==> config.mk <==
export PLATFORM = sky130hd
export DESIGN_NAME = nsr_ctrl
export DESIGN_NICKNAME = d
export VERILOG_FILES = /design/src/design/nsr_pkg.sv /design/src/design/nsr_ctrl.sv
export SDC_FILE = /design/constraint.sdc
export NUM_CORES = 1
export LEC_CHECK = 0
export BUFFER_PORTS_ARGS = -buffer_cell sky130_fd_sc_hd__buf_2
export CORE_AREA = 2 2 39 41
export DETAILED_ROUTE_END_ITERATION = 8
export DIE_AREA = 0 0 41 43
export GPL_TIMING_DRIVEN = 0
export PLACE_DENSITY_LB_ADDON = 0.3
export SLEW_MARGIN = 40
export SYNTH_ARGS = -nofsm -noshare
export SYNTH_HDL_FRONTEND = slang
export SYNTH_SLANG_ARGS = --single-unit
==> constraint.sdc <==
create_clock -name clk -period 2.8 [get_ports clk]
set_input_delay 0.28 -clock clk [delete_from_list [all_inputs] [get_ports clk]]
set_output_delay 0.28 -clock clk [all_outputs]
set_load 0.05 [all_outputs]
==> src/design/nsr_pkg.sv <==
// ---------------------------------------------------------------------------
// nsr_pkg
// shared constants, codes and control types of the name slot registry
// ---------------------------------------------------------------------------
package nsr_pkg;

  localparam int ENTRIES_DEF  = 1024;
  localparam int STORED_CHARS = 11;
  localparam int INPUT_CHARS  = 16;

  localparam int SLOT_W = 11;
  localparam int NAME_W = 64;
  localparam int TAIL_W = 24;
  localparam int CMD_W  = 2;
  localparam int STAT_W = 2;

  typedef enum logic [CMD_W-1:0] {
    CMD_ADD    = 2'd0,
    CMD_FIND   = 2'd1,
    CMD_READ   = 2'd2,
    CMD_REMOVE = 2'd3
  } cmd_t;

  localparam logic [STAT_W-1:0] ST_OK       = 2'd0;
  localparam logic [STAT_W-1:0] ST_RANGE    = 2'd1;
  localparam logic [STAT_W-1:0] ST_EMPTY    = 2'd2;
  localparam logic [STAT_W-1:0] ST_NOTFOUND = 2'd3;

  localparam logic [7:0] CH_DOT   = 8'h2e;
  localparam logic [7:0] CH_G     = 8'h67;
  localparam logic [7:0] CH_A     = 8'h61;
  localparam logic [7:0] CH_T     = 8'h74;
  localparam logic [7:0] CASE_BIT = 8'h20;

  // controller to datapath
  typedef struct packed {
    logic load;
    logic norm;
    logic clr;
    logic scan;
    logic rd_req;
    logic rd_zero;
    logic rd_resp;
    logic finish;
  } ctl_t;

  // datapath to controller
  typedef struct packed {
    logic clr_last;
    logic scan_done;
    logic is_read;
    logic needs_scan;
    logic rd_redirect;
  } sts_t;

endpackage

==> src/design/nsr_ctrl.sv <==
// ---------------------------------------------------------------------------
// nsr_ctrl
// sequencer of the name slot registry: clear pass, normalize, scan, respond
// ---------------------------------------------------------------------------
module nsr_ctrl (
  input  logic          clk,
  input  logic          rst_n,
  input  logic          start,
  input  nsr_pkg::sts_t sts,
  output nsr_pkg::ctl_t ctl,
  output logic          busy
);
  import nsr_pkg::*;

  typedef enum logic [6:0] {
    S_CLEAR  = 7'b0000001,
    S_IDLE   = 7'b0000010,
    S_NORM   = 7'b0000100,
    S_SCAN   = 7'b0001000,
    S_RD1    = 7'b0010000,
    S_RD2    = 7'b0100000,
    S_FINISH = 7'b1000000
  } state_t;

  state_t state_r, state_nxt;

  always_comb begin
    state_nxt = state_r;
    ctl       = '0;
    unique case (state_r)
      S_CLEAR: begin
        ctl.clr = 1'b1;
        if (sts.clr_last) begin
          state_nxt = S_IDLE;
        end
      end
      S_IDLE: begin
        if (start) begin
          ctl.load  = 1'b1;
          state_nxt = S_NORM;
        end
      end
      S_NORM: begin
        ctl.norm   = 1'b1;
        ctl.rd_req = sts.is_read;
        if (sts.is_read) begin
          state_nxt = S_RD1;
        end else if (sts.needs_scan) begin
          state_nxt = S_SCAN;
        end else begin
          state_nxt = S_FINISH;
        end
      end
      S_SCAN: begin
        ctl.scan = 1'b1;
        if (sts.scan_done) begin
          state_nxt = S_FINISH;
        end
      end
      S_RD1: begin
        // empty slot reads back slot 0 instead
        if (sts.rd_redirect) begin
          ctl.rd_zero = 1'b1;
          state_nxt   = S_RD2;
        end else begin
          ctl.rd_resp = 1'b1;
          state_nxt   = S_IDLE;
        end
      end
      S_RD2: begin
        ctl.rd_resp = 1'b1;
        state_nxt   = S_IDLE;
      end
      S_FINISH: begin
        ctl.finish = 1'b1;
        state_nxt  = S_IDLE;
      end
      default: begin
        state_nxt = S_CLEAR;
      end
    endcase
  end

  always_ff @(posedge clk) begin
    if (!rst_n) begin
      state_r <= S_CLEAR;
    end else begin
      state_r <= state_nxt;
    end
  end

  assign busy = (state_r != S_IDLE);

endmodule

; Word level (Yosys, flattened, before mapping)
; Cells that the tools add are included.
[word_totals]
regBits = 7
[op_classes]
eq_ne = 11
n_mux = 18
n_reduce_logical = 2
[ops]
columns = op, n
row1 = $pmux 7 s6, 1
row2 = $mux 7, 5
row3 = $mux 1, 10
row4 = $eq 7x1->1 const B, 1
row5 = $eq 7x2->1 const B, 1
row6 = $eq 7x3->1 const B, 1
row7 = $eq 7x4->1 const B, 1
row8 = $eq 7x5->1 const B, 1
row9 = $eq 7x6->1 const B, 1
row10 = $eq 7x7->1 const B, 1
row11 = $ne 7x2->1 const B, 1
row12 = $mux 6, 1
row13 = $ne 2x2->1 const B, 3
row14 = $reduce_and 3->1, 1
row15 = $pmux 1 s2, 1
row16 = $reduce_or 2->1, 1

; Logic depth before layout (Yosys ltp)
; Gate-level depths: netlist of the first run.
[depth]
word_depth = 3
ltp_mapped = 5

; Worst setup path after synthesis of the first run
; Ideal clock, no wire load.
[synth_path]
path_type = register -> output
start = reg state_r[3]
end = out ctl[5] (netlist name)
arrival_time_ps = 2648
path_slack_ps = -128
stages_incl_launch_ff = 4
n_path_buf = 1
cell_sequence = dfxtp_1 or4_1 buf_2 nor4b_1
[synth_rtl]
columns = item, line
row1 = "start, declared", nsr_ctrl.sv:25  ; state_t state_r, state_nxt;
row2 = "start signal, assigned", nsr_ctrl.sv:88  ; state_r <= state_nxt;
row3 = "end, declared", nsr_ctrl.sv:10  ; output nsr_pkg::ctl_t ctl,

==> impl_metrics.env, run 1 <==
export IMPL_outcome="complete, no violations"
export IMPL_synth_fa_ha_area_frac=0
export IMPL_drt_iter0_markers=6
export IMPL_antennaDiodeCount=0
export IMPL_r2r_end="state_r[0]"
export IMPL_critical_path_class="flop to primary output"
export IMPL_fillers=145
export IMPL_grt_use_total=0.1400
export IMPL_synth_top_family_by_area="simple AND/OR/NAND/NOR gates"
export IMPL_clk_path_buf_depth=2
export IMPL_clock_sinks=7
export IMPL_root_buffer="clkbuf_4"
export IMPL_grt_pass1_wl_um=1676
export IMPL_routed_wirelength_um=1046
export IMPL_gp_congestion=0.7463
export IMPL_critPathMaxStageDelay_ns=0.47
export IMPL_chipHeight_um=43
export IMPL_syn_nets=70
export IMPL_clk_transition_reported_paths_ns=0.05
export IMPL_power_uw=321.3
export IMPL_crit_family="simple AND/OR/NAND/NOR gates"
export IMPL_drc=0
export IMPL_fmax_mhz=460.4
export IMPL_fin_tns_setup_ns=0
export IMPL_io_pin_count=17
export IMPL_final_common_cell="buf_2"
export IMPL_timing_reg2reg_setup_slack_ns=1.13
export IMPL_largest_register="state_r"
export IMPL_power_leakage_nw=0.2766
export IMPL_core_mm2=0.001384
export IMPL_fin_crit_sh=0.7757
export IMPL_end_kind="primary output"
export IMPL_hold_path_cell_count=2
export IMPL_num_rows=14
export IMPL_seqCellArea_um2=140.1
export IMPL_vias_per_cell=5.051
export IMPL_path_common_cell="buf_2"
export IMPL_rr_worst_depth=5
export IMPL_first_global_vias=400
export IMPL_cp_arrival_ns=1.89
export IMPL_hold_viol_final=0
export IMPL_crit_chain="buf_2 > nor4_1 > nand2b_1 > nor2_1 > buf_4 > buf_2"
export IMPL_slew_headroom=0.6736
export IMPL_clock_skew_ns=0.002391
export IMPL_overflow=0
export IMPL_largest_reg_flops=7
export IMPL_tightest_slew_ns=0.4851
export IMPL_synth_compound_area_frac=0.1444
export IMPL_yosysUniqueCellTypes=30
export IMPL_vias=495
export IMPL_hpwl_um=774.6
export IMPL_synth_xor_area_share=0.03743
export IMPL_fin_util=0.4340
export IMPL_antenna_found_initial=0
export IMPL_hold_start="start"
export IMPL_ctsHtreeMaxLevel=1
export IMPL_post_cts_buffers=0
export IMPL_postCtsHoldBufs=0
export IMPL_insertion_delay_ns=0.26
export IMPL_postCtsResizedCells=0
export IMPL_syn_area_um2=467.9
export IMPL_port_buffers=16
export IMPL_rsz0062_at_grt="false"
export IMPL_multiInputGateArea_um2=289.0
export IMPL_crit_required_ns=2.52
export IMPL_setup_viol=0
export IMPL_syn_to_final_growth_pct=28.34
export IMPL_hold_end="state_r[1]"
export IMPL_synth_seq_cells=7
export IMPL_seq_area_frac_synth=0.2995
export IMPL_wire_per_inst_um=10.67
export IMPL_drive_gt1_frac=0.3049
export IMPL_max_vdd_ir_drop_mv=0.2410
export IMPL_dr_pass1_iters=2
export IMPL_synth_mux_area_frac=0.02139
export IMPL_syn_inst=62
export IMPL_synth_simple_area_share=0.4011
export IMPL_die_area_mm2=0.001763
export IMPL_crit_fanout=10
export IMPL_slowest_stage="nor4_1"
export IMPL_cts_tree="built"
export IMPL_die_x_um=41
export IMPL_r2r_start="state_r[3]"
export IMPL_numCtsBuffers=3
export IMPL_top_regs="state_r: 7 flops"
export IMPL_avgSynthCellArea_um2=7.548
export IMPL_layout_common_cells="19 x buf_2, 9 x nor2_1, 7 x dfxtp_1, 5 x nor3_1, 5 x inv_1"
export IMPL_period_minus_slack_ns=2.172
export IMPL_cp_start_kind="flop"
export IMPL_ant_nets=0
export IMPL_grt_max_degree=11
export IMPL_maxCapViolations=0
export IMPL_crit_buf_inv=3
export IMPL_initial_core_util=0.3382
export IMPL_drv_slew=0
export IMPL_cp_num_cells=6
export IMPL_finalNetCount=91
export IMPL_pwr_density_cell_mw_per_mm2=534.9
export IMPL_ys_warn_count=0
export IMPL_hold_class="input pin to flop"
## cell type report
cell class,count,area share
inverter,5,0.03125
buffer,5,0.04375
sequential,7,0.2333
timing repair buffer,16,0.1333
clock buffer,4,0.04375
multi-input combinational,45,0.4812
tap,16,0.03333
## metal layers
metal  share of wire  vias to the layer above  track usage
li1                -                      262            -
met1            0.51                      213       0.2045
met2            0.41                       17       0.1719
met3           0.057                        3      0.03141
met4           0.026                        0       0.1000
met5               0                        -            0
## metrics by stage
step	hold slack [ns]	cell area, um2	setup WS, ns	std cells
floorplan	0.4008	474.2	0.4394	62
global placement	0.5044	574.3	0.9429	94
detailed placement	0.5221	574.3	0.8920	94
CTS	0.2510	600.6	0.5993	98
global route	0.2686	600.6	0.3929	98
finish	0.2625	600.6	0.6281	98
## power by group
group | switching (mW) | total, mW | internal (mW)
Sequential | 0.00565 | 0.113 | 0.107
Combinational | 0.0749 | 0.117 | 0.0422
Clock | 0.0372 | 0.0916 | 0.0544
## worst reg2reg max path, delay by kind of cell (launching register included)
kind | cells | cell delay, ns
compound gates | 1 | 0.20
simple gates | 3 | 0.84
flops | 1 | 0.34
buf+inv | 1 | 0.18
## worst max-delay path by stage
stage	from	to	slack [ns]
CTS	state_r[4]	ctl[3]	0.60
global route	state_r[4]	ctl[3]	0.39
floorplan	state_r[3]	ctl[1]	0.44
global placement	state_r[4]	ctl[3]	0.94
finish	state_r[4]	ctl[3]	0.63
detailed placement	state_r[4]	ctl[3]	0.89
## cell families (layout without fill, tap and decap cells)
logic type / Yosys count / count (layout)
compound gates: 9 / 9
xor+xnor: 2 / 2
buf+inv: 10 / 30
flops: 7 / 7
mux: 1 / 1
simple gates: 33 / 33
## Yosys cell counts (all sizes together)
| library cell | count | area (um2) |
|---|---|---|
| a31o | 1 | 8.760 |
| inv | 5 | 18.77 |
| nor2 | 9 | 33.78 |
| xnor2 | 1 | 8.760 |
| nand3b | 1 | 7.510 |
| and3 | 2 | 12.51 |
| a31oi | 1 | 6.260 |
| o32ai | 1 | 8.760 |
| nor3 | 5 | 25.02 |
| mux2i | 1 | 10.01 |
| or2b | 1 | 7.510 |
| buf | 4 | 22.52 |
| or4 | 1 | 7.510 |
| or4b | 2 | 20.02 |
| o21ai | 2 | 13.76 |
| clkbuf | 1 | 3.750 |
| nor4b | 2 | 17.52 |
| a211oi | 1 | 7.510 |
| nor4 | 2 | 12.51 |
| dfxtp | 7 | 140.1 |
| nor2b | 1 | 6.260 |
| o211ai | 3 | 22.52 |
| nand2b | 1 | 6.260 |
| xor2 | 1 | 8.760 |
| or3 | 1 | 6.260 |
| nand2 | 3 | 11.26 |
| and2b | 1 | 7.510 |
| or2 | 1 | 6.260 |
Power figures use the tool's default switching activity.
==> run 2, diff against run 1 <==
==> constraint.sdc (replaced) <==
create_clock -name clk -period 2.1 [get_ports clk]
set_input_delay 0.21 -clock clk [delete_from_list [all_inputs] [get_ports clk]]
set_output_delay 0.21 -clock clk [all_outputs]
set_load 0.05 [all_outputs]
==> impl_metrics.env, run 2 (synthesis results as in run 1) <==
export IMPL_outcome="complete, no violations"
export IMPL_clock_sinks=7
export IMPL_cp_arrival_ns=1.79
export IMPL_root_buffer="clkbuf_4"
export IMPL_vias_per_cell=5.020
export IMPL_drt_iter0_markers=9
export IMPL_grt_max_degree=11
export IMPL_pwr_density_cell_mw_per_mm2=706.8
export IMPL_cp_start_kind="flop"
export IMPL_port_buffers=16
export IMPL_ctsHtreeMaxLevel=1
export IMPL_hpwl_um=774.6
export IMPL_fin_ws_ns=0.09634
export IMPL_maxCapViolations=0
export IMPL_met1_length_um=528
export IMPL_fin_crit_sh=0.9541
export IMPL_setup_viol=0
export IMPL_slew_headroom=0.7097
export IMPL_end_kind="primary output"
export IMPL_drc=0
export IMPL_clk_path_buf_depth=2
export IMPL_final_cell_area_um2=618.1
export IMPL_syn_to_final_growth_pct=32.09
export IMPL_grt_pass1_wl_um=1669
export IMPL_core_mm2=0.001384
export IMPL_period_minus_slack_ns=2.004
export IMPL_antennaDiodeCount=0
export IMPL_post_cts_buffers=0
export IMPL_largest_register="state_r"
export IMPL_die_x_um=41
export IMPL_grt_use_total=0.1400
export IMPL_first_global_vias=402
export IMPL_dpl_cell_area_um2=574.3
export IMPL_hold_class="input pin to flop"
export IMPL_vias=492
export IMPL_initial_core_util=0.3382
export IMPL_max_vdd_ir_drop_mv=0.3224
export IMPL_rr_worst_depth=5
export IMPL_cts_tree="built"
export IMPL_crit_required_ns=1.89
export IMPL_dpl_cell_count=94
export IMPL_final_cell_count_no_fill=98
export IMPL_drive_gt1_frac=0.3171
export IMPL_fillers=144
export IMPL_num_rows=14
export IMPL_hold_path_cell_count=2
export IMPL_dp_slack_ns=0.2620
export IMPL_critical_path_class="flop to primary output"
export IMPL_fin_util=0.4467
export IMPL_insertion_delay_ns=0.25
export IMPL_gp_congestion=0.7463
export IMPL_rsz0062_at_grt="false"
export IMPL_crit_fanout=7
export IMPL_antenna_found_initial=0
export IMPL_wl_met2_um=432
export IMPL_clock_skew_ns=0.002362
export IMPL_power_uw=436.8
export IMPL_drv_slew=0
export IMPL_wire_per_inst_um=10.65
export IMPL_final_common_cell="buf_2"
export IMPL_routed_wirelength_um=1044
export IMPL_top_layer="met4"
export IMPL_fmax_mhz=499.1
export IMPL_chipHeight_um=43
export IMPL_power_leakage_nw=0.2805
export IMPL_layout_common_cells="18 x buf_2, 9 x nor2_1, 7 x dfxtp_1, 5 x nor3_1, 5 x inv_1"
export IMPL_wl_met3_um=55
export IMPL_overflow=0
export IMPL_clk_transition_reported_paths_ns=0.05
export IMPL_io_pin_count=17
export IMPL_numCtsBuffers=3
export IMPL_top_regs="state_r: 7 flops"
export IMPL_ant_nets=0
export IMPL_dr_pass1_iters=4
export IMPL_tightest_slew_ns=0.4355
export IMPL_die_area_mm2=0.001763
export IMPL_finalNetCount=91
export IMPL_largest_reg_flops=7
export IMPL_hold_viol_final=0
## run 2: changes by cell type in the layout (fill, tap and decap cells not counted)
cell,change
buf_2,-1
buf_4,+1
nor4_1,-1
nor4_4,+1
## run 2: metal layers
metal	vias to the layer above	track usage
li1	262	-
met1	212	0.2013
met2	15	0.1750
met3	3	0.03141
met4	0	0.1000
met5	-	0
## run 2: timing repair
action / 4_1_cts / 5_1_grt
hold buffers: 0 / 0
endpoints found under the setup margin: 1 / 2
resized for setup: 1 / 3
pin swaps: 0 / 0
## run 2: area by class of cell
class | count | area, um2 | area share
sequential | 7 | 140.1 | 0.2267
timing repair buffer | 16 | 82.58 | 0.1336
multi-input combinational | 45 | 304.0 | 0.4919
buffer | 5 | 26.28 | 0.04251
clock buffer | 4 | 26.28 | 0.04251
tap | 16 | 20.02 | 0.03239
inverter | 5 | 18.77 | 0.03036
## run 2: worst max-delay path, cell delays in order, from the launching register on
cell and delay, ns:
dfxtp_1 0.35, or4_1 0.51, buf_2 0.18, nor4b_2 0.26, buf_4 0.24
## run 2: path summary, 6_finish.rpt
| path | startpoint | endpoint | slack (ns) |
|---|---|---|---|
| worst max-delay path | state_r[3] | ctl[5] | 0.1 |
| worst min-delay path | start | state_r[1] | 0.19 |
| worst max register to register | state_r[0] | state_r[6] | 0.38 |
| worst min register to register | state_r[5] | state_r[2] | 0.64 |
## run 2: where the power goes
| part | internal (mW) | total, mW | switching, mW |
|---|---|---|---|
| Sequential | 0.143 | 0.150 | 0.00775 |
| Combinational | 0.0628 | 0.165 | 0.102 |
| Clock | 0.0724 | 0.121 | 0.0490 |
| Total | 0.278 | 0.437 | 0.159 |
## run 2: through the flow
step                      setup TNS, ns  hold slack [ns]
final                                 0           0.1906
after global routing                  0           0.1986
after CTS                             0           0.1810
after detailed placement              0           0.4521
after global placement                0           0.4344
after floorplan                 -0.4462           0.3308
